==> config.mk <==
export PLATFORM = sky130hd
export DESIGN_NAME = hypervisor_backdoor_pointer_port
export DESIGN_NICKNAME = d
export VERILOG_FILES = /design/src/rtl/hbpp_pkg.sv /design/src/rtl/hbpp_ctrl.sv /design/src/rtl/hbpp_dp.sv /design/src/rtl/hypervisor_backdoor_pointer_port.sv
export SDC_FILE = /design/constraint.sdc
export NUM_CORES = 1
export LEC_CHECK = 0
export ABC_AREA = 1
export BUFFER_PORTS_ARGS = -buffer_cell sky130_fd_sc_hd__buf_2
export CORE_ASPECT_RATIO = 1.1
export CORE_MARGIN = 2
export CORE_UTILIZATION = 45
export CTS_CLUSTER_DIAMETER = 40
export CTS_CLUSTER_SIZE = 24
export DETAILED_ROUTE_END_ITERATION = 12
export GPL_ROUTABILITY_DRIVEN = 0
export GPL_TIMING_DRIVEN = 0
export PLACE_DENSITY_LB_ADDON = 0.25
export SYNTH_ARGS = -nofsm -noshare
export SYNTH_HDL_FRONTEND = slang
export SYNTH_SLANG_ARGS = --single-unit
export TNS_END_PERCENT = 1
==> constraint.sdc <==
create_clock -name i_clk -period 13.4 [get_ports i_clk]
set_clock_uncertainty 0.1 [all_clocks]
set_input_delay 2.68 -clock i_clk [delete_from_list [all_inputs] [get_ports i_clk]]
set_output_delay 2.68 -clock i_clk [all_outputs]
set_load 0.01 [all_outputs]
==> src/rtl/hbpp_pkg.sv <==
// ----------------------------------------------------------------------------
// hbpp_pkg
// Shared types and constants for the backdoor absolute pointer port.
// ----------------------------------------------------------------------------
`default_nettype none

package hbpp_pkg;

    localparam int unsigned WORD_W  = 32;
    localparam int unsigned CODE_W  = 16;
    localparam int unsigned FILL_W  = 3;
    localparam int unsigned Q_DEPTH = 4;

    localparam logic [WORD_W-1:0] MAGIC_WORD   = 32'h564d_5868;
    localparam logic [WORD_W-1:0] VERSION_WORD = 32'h3442_554a;
    localparam logic [WORD_W-1:0] SUB_ENABLE   = 32'h4541_4552;
    localparam logic [WORD_W-1:0] SUB_DISABLE  = 32'h0000_00f5;
    localparam logic [WORD_W-1:0] SUB_ABSOLUTE = 32'h5342_4152;
    localparam logic [WORD_W-1:0] SUB_RELATIVE = 32'h4c45_5252;

    localparam logic [CODE_W-1:0] CMD_VERSION = 16'd10;
    localparam logic [CODE_W-1:0] CMD_PACKET  = 16'd39;
    localparam logic [CODE_W-1:0] CMD_STATUS  = 16'd40;
    localparam logic [CODE_W-1:0] CMD_SUBCMD  = 16'd41;

    localparam logic [FILL_W-1:0] FILL_EMPTY = 3'd0;
    localparam logic [FILL_W-1:0] FILL_ONE   = 3'd1;
    localparam logic [FILL_W-1:0] FILL_FULL  = 3'd4;

    typedef enum logic [1:0] {
        MODE_BDOOR    = 2'd0,
        MODE_KBC_STAT = 2'd1,
        MODE_KBC_DATA = 2'd2,
        MODE_KBC_CMD  = 2'd3
    } t_mode;

    typedef enum logic [1:0] {
        PEV_NONE = 2'd0,
        PEV_ABS  = 2'd1,
        PEV_OFF  = 2'd2
    } t_ptr_ev;

    typedef enum logic [1:0] {
        IRQ_NONE = 2'd0,
        IRQ_ON   = 2'd1,
        IRQ_OFF  = 2'd2
    } t_irq_ev;

    // controller -> datapath
    typedef struct packed {
        logic load;   // capture the input beat
        logic exec;   // decode, update state, register the result
    } t_ctl_cmd;

endpackage

`default_nettype wire

==> src/rtl/hbpp_ctrl.sv <==
// ----------------------------------------------------------------------------
// hbpp_ctrl
// Two-state sequencer: capture an access, then execute it and strobe done.
// ----------------------------------------------------------------------------
`default_nettype none

module hbpp_ctrl (
    input  wire logic               i_clk,
    input  wire logic               i_rst_n,
    input  wire logic               start,
    output logic                    busy,
    output logic                    o_done,
    output hbpp_pkg::t_ctl_cmd      o_cmd
);

    typedef enum logic {
        ST_IDLE,
        ST_EXEC
    } t_state;

    t_state r_state;
    t_state n_state;
    logic   r_busy;
    logic   r_done;

    always_comb begin
        o_cmd.load = (r_state == ST_IDLE) && start;
        o_cmd.exec = (r_state == ST_EXEC);
        n_state    = r_state;
        unique case (r_state)
            ST_IDLE: begin
                if (start) begin
                    n_state = ST_EXEC;
                end
            end
            ST_EXEC: begin
                n_state = ST_IDLE;
            end
            default: begin
                n_state = ST_IDLE;
            end
        endcase
    end

    always_ff @(posedge i_clk) begin
        if (!i_rst_n) begin
            r_state <= ST_IDLE;
            r_busy  <= 1'b0;
            r_done  <= 1'b0;
        end else begin
            r_state <= n_state;
            r_busy  <= (n_state != ST_IDLE);
            r_done  <= (r_state == ST_EXEC);
        end
    end

    assign busy   = r_busy;
    assign o_done = r_done;

endmodule

`default_nettype wire

==> src/rtl/hbpp_dp.sv <==
// ----------------------------------------------------------------------------
// hbpp_dp
// Datapath: input capture, command decode, reply queue, unlock latch.
// ----------------------------------------------------------------------------
`default_nettype none

module hbpp_dp (
    input  wire logic               i_clk,
    input  wire logic               i_rst_n,
    input  wire hbpp_pkg::t_ctl_cmd i_cmd,
    input  wire logic               i_feat_we,
    input  wire logic               i_feat_data,
    input  wire logic [1:0]         i_mode,
    input  wire logic [31:0]        i_access_magic,
    input  wire logic [15:0]        i_command_code,
    input  wire logic [31:0]        i_command_arg,
    input  wire logic               i_name_blocked,
    input  wire logic               i_sample_fresh,
    input  wire logic [7:0]         i_sample_buttons,
    input  wire logic [15:0]        i_sample_x,
    input  wire logic [15:0]        i_sample_y,
    input  wire logic [31:0]        i_sample_wheel,
    output logic [31:0]             o_reply_a,
    output logic [31:0]             o_reply_b,
    output logic [31:0]             o_reply_c,
    output logic [31:0]             o_reply_d,
    output logic [3:0]              o_written_mask,
    output logic                    o_taken_over,
    output logic                    o_unlocked_now,
    output logic [1:0]              o_pointer_event,
    output logic [1:0]              o_irq_event
);

    // captured access
    hbpp_pkg::t_mode r_mode;
    logic [31:0]     r_acc;
    logic [15:0]     r_code;
    logic [31:0]     r_arg;
    logic            r_blocked;
    logic            r_fresh;
    logic [7:0]      r_btn;
    logic [15:0]     r_x;
    logic [15:0]     r_y;
    logic [31:0]     r_wheel;

    // persistent state
    logic                          r_feat;
    logic [hbpp_pkg::FILL_W-1:0]   r_fill;
    logic [hbpp_pkg::FILL_W-1:0]   n_fill;
    logic                          r_unl;
    logic                          n_unl;
    logic [31:0]                   r_q [hbpp_pkg::Q_DEPTH];
    logic [31:0]                   n_q [hbpp_pkg::Q_DEPTH];

    // result
    logic [31:0]          r_a, r_b, r_c, r_d;
    logic [31:0]          n_a, n_b, n_c, n_d;
    logic [3:0]           r_mask, n_mask;
    logic                 r_taken, n_taken;
    hbpp_pkg::t_ptr_ev    r_pev, n_pev;
    hbpp_pkg::t_irq_ev    r_iev, n_iev;

    logic [1:0]  pop_idx;
    logic [31:0] pop_val;
    logic        refill;

    assign pop_idx = r_fill[1:0] - 2'd1;
    assign pop_val = (r_fill != hbpp_pkg::FILL_EMPTY) ? r_q[pop_idx] : '0;
    assign refill  = r_fresh && (r_fill != hbpp_pkg::FILL_ONE);

    always_comb begin
        n_a     = '0;
        n_b     = '0;
        n_c     = '0;
        n_d     = '0;
        n_mask  = '0;
        n_taken = 1'b0;
        n_pev   = hbpp_pkg::PEV_NONE;
        n_iev   = hbpp_pkg::IRQ_NONE;
        n_fill  = r_fill;
        n_unl   = r_unl;
        n_q     = r_q;
        if (r_feat) begin
            unique case (r_mode)
                hbpp_pkg::MODE_BDOOR: begin
                    n_mask = 4'b0001;
                    if (r_acc == hbpp_pkg::MAGIC_WORD) begin
                        n_a = hbpp_pkg::MAGIC_WORD;
                        unique case (r_code)
                            hbpp_pkg::CMD_VERSION: begin
                                if (!r_blocked) begin
                                    n_a    = '0;
                                    n_b    = hbpp_pkg::MAGIC_WORD;
                                    n_mask = 4'b0011;
                                end
                            end
                            hbpp_pkg::CMD_PACKET: begin
                                // full queue pops top first; anything partial is dropped
                                n_mask = 4'b1111;
                                n_fill = hbpp_pkg::FILL_EMPTY;
                                if (r_fill == hbpp_pkg::FILL_FULL) begin
                                    n_a = r_q[3];
                                    n_b = r_q[2];
                                    n_c = r_q[1];
                                    n_d = r_q[0];
                                end else begin
                                    n_a = '0;
                                end
                            end
                            hbpp_pkg::CMD_STATUS: begin
                                n_a = 32'(r_fill);
                                if (refill) begin
                                    n_q[0] = r_wheel;
                                    n_q[1] = 32'(r_y);
                                    n_q[2] = 32'(r_x);
                                    n_q[3] = 32'(r_btn);
                                    n_fill = hbpp_pkg::FILL_FULL;
                                    n_a    = 32'(hbpp_pkg::FILL_FULL);
                                end
                            end
                            hbpp_pkg::CMD_SUBCMD: begin
                                // enable's version word is pushed and popped at once
                                n_fill = hbpp_pkg::FILL_EMPTY;
                                if (r_arg == hbpp_pkg::SUB_ENABLE) begin
                                    n_iev  = hbpp_pkg::IRQ_OFF;
                                    n_a    = hbpp_pkg::VERSION_WORD;
                                    n_q[0] = hbpp_pkg::VERSION_WORD;
                                end else if (r_arg == hbpp_pkg::SUB_DISABLE) begin
                                    n_pev = hbpp_pkg::PEV_OFF;
                                end else if (r_arg == hbpp_pkg::SUB_ABSOLUTE) begin
                                    n_pev = hbpp_pkg::PEV_ABS;
                                end
                            end
                            default: begin
                            end
                        endcase
                    end
                end
                hbpp_pkg::MODE_KBC_STAT: begin
                    if (r_unl) begin
                        n_taken = 1'b1;
                        n_mask  = 4'b0001;
                        n_a     = 32'(r_fill);
                        if (refill) begin
                            n_q[0] = r_wheel;
                            n_q[1] = 32'(r_y);
                            n_q[2] = 32'(r_x);
                            n_q[3] = 32'(r_btn);
                            n_fill = hbpp_pkg::FILL_FULL;
                            n_a    = 32'(hbpp_pkg::FILL_FULL);
                        end
                    end
                end
                hbpp_pkg::MODE_KBC_DATA: begin
                    if (r_unl) begin
                        n_taken = 1'b1;
                        n_mask  = 4'b0001;
                        n_a     = pop_val;
                        if (r_fill != hbpp_pkg::FILL_EMPTY) begin
                            n_fill = r_fill - 3'd1;
                        end
                    end
                end
                hbpp_pkg::MODE_KBC_CMD: begin
                    if (!r_unl && (r_arg == hbpp_pkg::SUB_ENABLE)) begin
                        n_unl = 1'b1;
                        n_iev = hbpp_pkg::IRQ_ON;
                    end
                    n_taken = n_unl;
                    if (n_unl) begin
                        n_fill = hbpp_pkg::FILL_EMPTY;
                        if (r_arg == hbpp_pkg::SUB_ENABLE) begin
                            n_q[0] = hbpp_pkg::VERSION_WORD;
                            n_fill = hbpp_pkg::FILL_ONE;
                        end else if (r_arg == hbpp_pkg::SUB_DISABLE) begin
                            n_pev = hbpp_pkg::PEV_OFF;
                        end else if (r_arg == hbpp_pkg::SUB_ABSOLUTE) begin
                            n_pev = hbpp_pkg::PEV_ABS;
                        end
                    end
                    // disable relocks even from the locked state
                    if (r_arg == hbpp_pkg::SUB_DISABLE) begin
                        n_unl = 1'b0;
                        n_iev = hbpp_pkg::IRQ_OFF;
                    end
                end
                default: begin
                end
            endcase
        end
    end

    // control state
    always_ff @(posedge i_clk) begin
        if (!i_rst_n) begin
            r_feat <= 1'b0;
            r_fill <= hbpp_pkg::FILL_EMPTY;
            r_unl  <= 1'b0;
        end else begin
            if (i_feat_we) begin
                r_feat <= i_feat_data;
            end
            if (i_cmd.exec) begin
                r_fill <= n_fill;
                r_unl  <= n_unl;
            end
        end
    end

    // payload: captured beat, queue entries, result
    always_ff @(posedge i_clk) begin
        if (i_cmd.load) begin
            r_mode    <= hbpp_pkg::t_mode'(i_mode);
            r_acc     <= i_access_magic;
            r_code    <= i_command_code;
            r_arg     <= i_command_arg;
            r_blocked <= i_name_blocked;
            r_fresh   <= i_sample_fresh;
            r_btn     <= i_sample_buttons;
            r_x       <= i_sample_x;
            r_y       <= i_sample_y;
            r_wheel   <= i_sample_wheel;
        end
        if (i_cmd.exec) begin
            r_q     <= n_q;
            r_a     <= n_a;
            r_b     <= n_b;
            r_c     <= n_c;
            r_d     <= n_d;
            r_mask  <= n_mask;
            r_taken <= n_taken;
            r_pev   <= n_pev;
            r_iev   <= n_iev;
        end
    end

    assign o_reply_a       = r_a;
    assign o_reply_b       = r_b;
    assign o_reply_c       = r_c;
    assign o_reply_d       = r_d;
    assign o_written_mask  = r_mask;
    assign o_taken_over    = r_taken;
    assign o_unlocked_now  = r_unl;
    assign o_pointer_event = r_pev;
    assign o_irq_event     = r_iev;

endmodule

`default_nettype wire

==> src/rtl/hypervisor_backdoor_pointer_port.sv <==
// ----------------------------------------------------------------------------
// hypervisor_backdoor_pointer_port
// Absolute pointer device behind a backdoor port and a controller side path.
// ----------------------------------------------------------------------------
// Usage:
//   Access channel: drive the access fields with start; the beat is taken on
//   a clock edge where start is high and busy is low. busy then rises for
//   one cycle while the access is decoded and the queue and unlock latch are
//   updated.
//   Result: o_done pulses for exactly one cycle, after the capture and execute
//   states, registered from the execute state, with all reply fields valid in
//   that cycle. The receiver cannot stall; the result is lost if not sampled
//   then. Results stay on the ports until the next access completes.
//   Back-to-back: a new access is not taken while one executes; busy drops in
//   the o_done cycle, so the next start may be taken on the edge that ends it.
//   The spacing is set by the capture-then-execute sequencer.
//   Config channel: i_cfg_valid/o_cfg_ready writes the feature-enable bit;
//   ready is high whenever the block is idle.
//   Reset (i_rst_n low, synchronous): feature off, queue empty, controller
//   path locked, no access in flight.
// ----------------------------------------------------------------------------
`default_nettype none

module hypervisor_backdoor_pointer_port (
    input  wire logic        i_clk,
    input  wire logic        i_rst_n,
    // access channel
    input  wire logic        start,
    output logic             busy,
    input  wire logic [1:0]  i_mode,
    input  wire logic [31:0] i_access_magic,
    input  wire logic [15:0] i_command_code,
    input  wire logic [31:0] i_command_arg,
    input  wire logic        i_name_blocked,
    input  wire logic        i_sample_fresh,
    input  wire logic [7:0]  i_sample_buttons,
    input  wire logic [15:0] i_sample_x,
    input  wire logic [15:0] i_sample_y,
    input  wire logic [31:0] i_sample_wheel,
    // result
    output logic             o_done,
    output logic [31:0]      o_reply_a,
    output logic [31:0]      o_reply_b,
    output logic [31:0]      o_reply_c,
    output logic [31:0]      o_reply_d,
    output logic [3:0]       o_written_mask,
    output logic             o_taken_over,
    output logic             o_unlocked_now,
    output logic [1:0]       o_pointer_event,
    output logic [1:0]       o_irq_event,
    // config write channel
    input  wire logic        i_cfg_valid,
    output logic             o_cfg_ready,
    input  wire logic        i_cfg_data
);

    hbpp_pkg::t_ctl_cmd cmd;
    logic               cfg_we;

    // config beats land only while nothing is in flight
    assign o_cfg_ready = !busy;
    assign cfg_we      = i_cfg_valid && o_cfg_ready;

    hbpp_ctrl u_ctrl (
        .i_clk   (i_clk),
        .i_rst_n (i_rst_n),
        .start   (start),
        .busy    (busy),
        .o_done  (o_done),
        .o_cmd   (cmd)
    );

    hbpp_dp u_dp (
        .i_clk            (i_clk),
        .i_rst_n          (i_rst_n),
        .i_cmd            (cmd),
        .i_feat_we        (cfg_we),
        .i_feat_data      (i_cfg_data),
        .i_mode           (i_mode),
        .i_access_magic   (i_access_magic),
        .i_command_code   (i_command_code),
        .i_command_arg    (i_command_arg),
        .i_name_blocked   (i_name_blocked),
        .i_sample_fresh   (i_sample_fresh),
        .i_sample_buttons (i_sample_buttons),
        .i_sample_x       (i_sample_x),
        .i_sample_y       (i_sample_y),
        .i_sample_wheel   (i_sample_wheel),
        .o_reply_a        (o_reply_a),
        .o_reply_b        (o_reply_b),
        .o_reply_c        (o_reply_c),
        .o_reply_d        (o_reply_d),
        .o_written_mask   (o_written_mask),
        .o_taken_over     (o_taken_over),
        .o_unlocked_now   (o_unlocked_now),
        .o_pointer_event  (o_pointer_event),
        .o_irq_event      (o_irq_event)
    );

endmodule

`default_nettype wire

==> results.sh <==
export IMPL_track_usage_pct=19.9
export IMPL_drive_above_1_share_pct=29.0
export IMPL_period_share_pct=34.3
export IMPL_startpoint="u_ctrl.r_state"
export IMPL_ys_types=36
export IMPL_grt_pass1_vias=9017
export IMPL_cts_resized=0
export IMPL_via_per_inst=4.83
export IMPL_hold_viol=0
export IMPL_h_tree_depth=2
export IMPL_drtIter0Drc=801
export IMPL_crit_path_max_fanout=64
export IMPL_cpPeakStageDelay_ps=910
export IMPL_synth_top_area_share_pct=71.2
export IMPL_rsz0062_at_grt="no"
export IMPL_p_per_area_nw_per_um2=146
export IMPL_synth_seq_cells=340
export IMPL_route_detailed_drc=0
export IMPL_cts_setup_buffers=0
export IMPL_clk_latency_ps=540
export IMPL_die_w_um=172
export IMPL_start_util_pct=45.9
export IMPL_synth_area_per_cell_sq_um=12.0
export IMPL_yosys_warnings=0
export IMPL_min_path_type="reg2reg"
export IMPL_syn_inst=1171
export IMPL_worstMarginPinSlew_ps=919
export IMPL_numClockSinks=340
export IMPL_io_buffers=277
export IMPL_final_seq_area_sq_um=10100
export IMPL_cp_start_kind="flop"
export IMPL_crit_chain="inv_1, buf_2"
export IMPL_die_h_um=189
export IMPL_root_buffer="clkbuf_16"
export IMPL_num_io_pins=302
export IMPL_power_leakage_nw=7.35
export IMPL_wl_um=32800
export IMPL_cts_tree="built"
export IMPL_finalSetupViolCount=0
export IMPL_yosysSeqAreaShare_pct=72.2
export IMPL_post_dp_hpwl_um=23700
export IMPL_status="complete, no violations"
export IMPL_syn_area_sq_um=14000
export IMPL_finalInstanceArea_sq_um=17900
export IMPL_grt_first_pass_wirelength_um=48800
export IMPL_worst_ep_arrival_time_ps=1820
export IMPL_clk_pin_slew_worst_paths_ps=60
export IMPL_reg2reg_depth=11
export IMPL_holdWs_ps=309
export IMPL_ys_flop_type="edfxtp_1"
export IMPL_nNetsFinal=1700
export IMPL_reg2reg_from="u_dp.r_fill[0]"
export IMPL_grt_max_degree=65
export IMPL_synth_edf_count=333
export IMPL_yosysTopAreaCell="edfxtp_1"
export IMPL_required_ps=10620
export IMPL_tns_ps=0
export IMPL_critical_path_top_delay_family="flip-flops"
export IMPL_grt_ovfl_total=0
export IMPL_drt_first_pass_iters=5
export IMPL_areaGrowthSynthToFinish_pct=27.4
export IMPL_num_vias=9594
export IMPL_crit_end="o_cfg_ready"
export IMPL_reg2reg_to="u_dp.o_reply_a[10]"
export IMPL_fin_crit_ps=4600
export IMPL_grt_antenna_before_repair=3
export IMPL_rows=67
export IMPL_fmax_mhz=217
export IMPL_slew_headroom_pct=38.7
export IMPL_total_power_w=0.00262
export IMPL_synthArstFlopShare_pct=0
export IMPL_cts_path_max_buffers=3
export IMPL_ant_nets=0
export IMPL_numCtsBuffers=45
export IMPL_worst_setup_path_end_kind="output port"
export IMPL_peakVddDrop_mv=0.119
export IMPL_nFillCells=2487
export IMPL_dieArea_sq_um=32600
export IMPL_crit_cells=2
export IMPL_setup_slack_ps=8800
export IMPL_wl_per_cell_um=16.5
export IMPL_slew_violations=0
export IMPL_core_sq_um=30600
export IMPL_yosys_top_cells_area="edfxtp_1, nand2_1, inv_1, nor2_1, o21ai_0"
export IMPL_hold_buffers=0
export IMPL_maxCapViolCount=0
export IMPL_worstSetupPathType="reg2out"
export IMPL_regToRegSetupSlack_ps=10200
export IMPL_multi_input_area_sq_um=2890
export IMPL_cp_slowest_cell="dfxtp_4"
export IMPL_path_buf_inv=2
export IMPL_post_place_ws_ps=9070
export IMPL_place_area_sq_um=16300
## layout make-up
| cell class | instances | area share, % |
|---|---|---|
| multi-input combinational | 606 | 16.1 |
| antenna | 3 | 0.0420 |
| buffer | 66 | 2.43 |
| inverter | 182 | 3.83 |
| clock buffer | 48 | 6.60 |
| sequential | 340 | 56.7 |
| timing repair buffer | 290 | 8.97 |
| tap | 414 | 2.90 |
| clock inverter | 36 | 2.37 |
## metrics by stage
stage	cells	utilization (%)
after detailed placement	1898	53.2
after floorplan	1194	-
after CTS	1982	58.4
final	1985	58.4
after global placement	1885	52.4
after global routing	1985	58.4
## cells in the final DEF (no fill, tap or decap), types with 9 or more instances in the layout
cell type	synthesis	layout
a21oi_1	47	47
buf_2	9	286
buf_4	34	34
buf_6	6	12
clkbuf_1	15	16
clkbuf_16	0	47
conb_1	1	24
edfxtp_1	333	333
inv_1	173	173
inv_6	0	9
nand2_1	181	181
nand3_1	19	19
nand4_1	11	11
nor2_1	139	138
o211ai_1	13	13
o21ai_0	85	85
o22ai_1	25	25
## cell usage after synthesis, types with 9 or more instances
cell type	instances
o22ai_1	25
buf_2	9
nor3_1	10
buf_4	34
nand4_1	11
clkbuf_1	15
nand3_1	19
o21ai_0	85
inv_1	173
a21oi_1	47
edfxtp_1	333
o211ai_1	13
nand2_1	181
nor2_1	139
## power by group
part	internal, W	leakage (nW)	switching, W
combinational	0.0000553	3.45	0.0000796
sequential	0.00122	3.12	0.0000190
clock	0.000759	0.780	0.000486
total	0.00203	7.35	0.000584
## state kept, by name, summed over array words and instances (netlist names), 2 cells and up
signal and flops:
u_dp.o_written_mask 3, u_dp.o_reply_c 16, u_dp.r_arg 32, u_dp.o_irq_event 2, u_dp.o_reply_b 17, u_dp.r_code 16, u_dp.r_acc 32, u_dp.r_x 16
u_dp.r_fill 3, u_dp.r_wheel 32, u_dp.o_pointer_event 2, u_dp.o_reply_d 32, u_dp.r_q 72, u_dp.r_y 16, u_dp.r_btn 8, u_dp.r_mode 2
u_dp.o_reply_a 32
## worst min path at each step
stage | start | depth (start not counted) | end
3_5_place_dp | u_dp.r_x[0] | 0 | u_dp.r_q[32]
4_1_cts | u_dp.r_x[0] | 0 | u_dp.r_q[32]
5_1_grt | u_dp.r_btn[1] | 0 | u_dp.r_q[1]
3_3_place_gp | u_dp.r_y[6] | 0 | u_dp.r_q[70]
2_1_floorplan | u_dp.r_btn[0] | 0 | u_dp.r_q[0]
6_report | u_dp.r_x[0] | 0 | u_dp.r_q[32]
## cell families (layout without fill, tap and decap cells)
group	after synthesis	in the layout	share of synthesized area (%)
AOI/OAI and AO/OA	187	187	7.34
adders and majority gates	8	8	0.713
buffers and inverters	248	622	7.98
DFF	340	340	72.2
other	1	27	0.0267
and+or+nand+nor	387	387	11.7
## per-layer routing
metal / global-route usage (%) / vias up / share of wire [%] / wire [um]
li1: - / 4689 / - / -
met1: 24.2 / 4434 / 39 / 12700
met2: 33.6 / 391 / 49 / 16100
met3: 5.29 / 80 / 8.7 / 2850
met4: 8.18 / 0 / 3.6 / 1180
met5: 0 / - / 0 / 0
(Power assumes the default switching activity.)
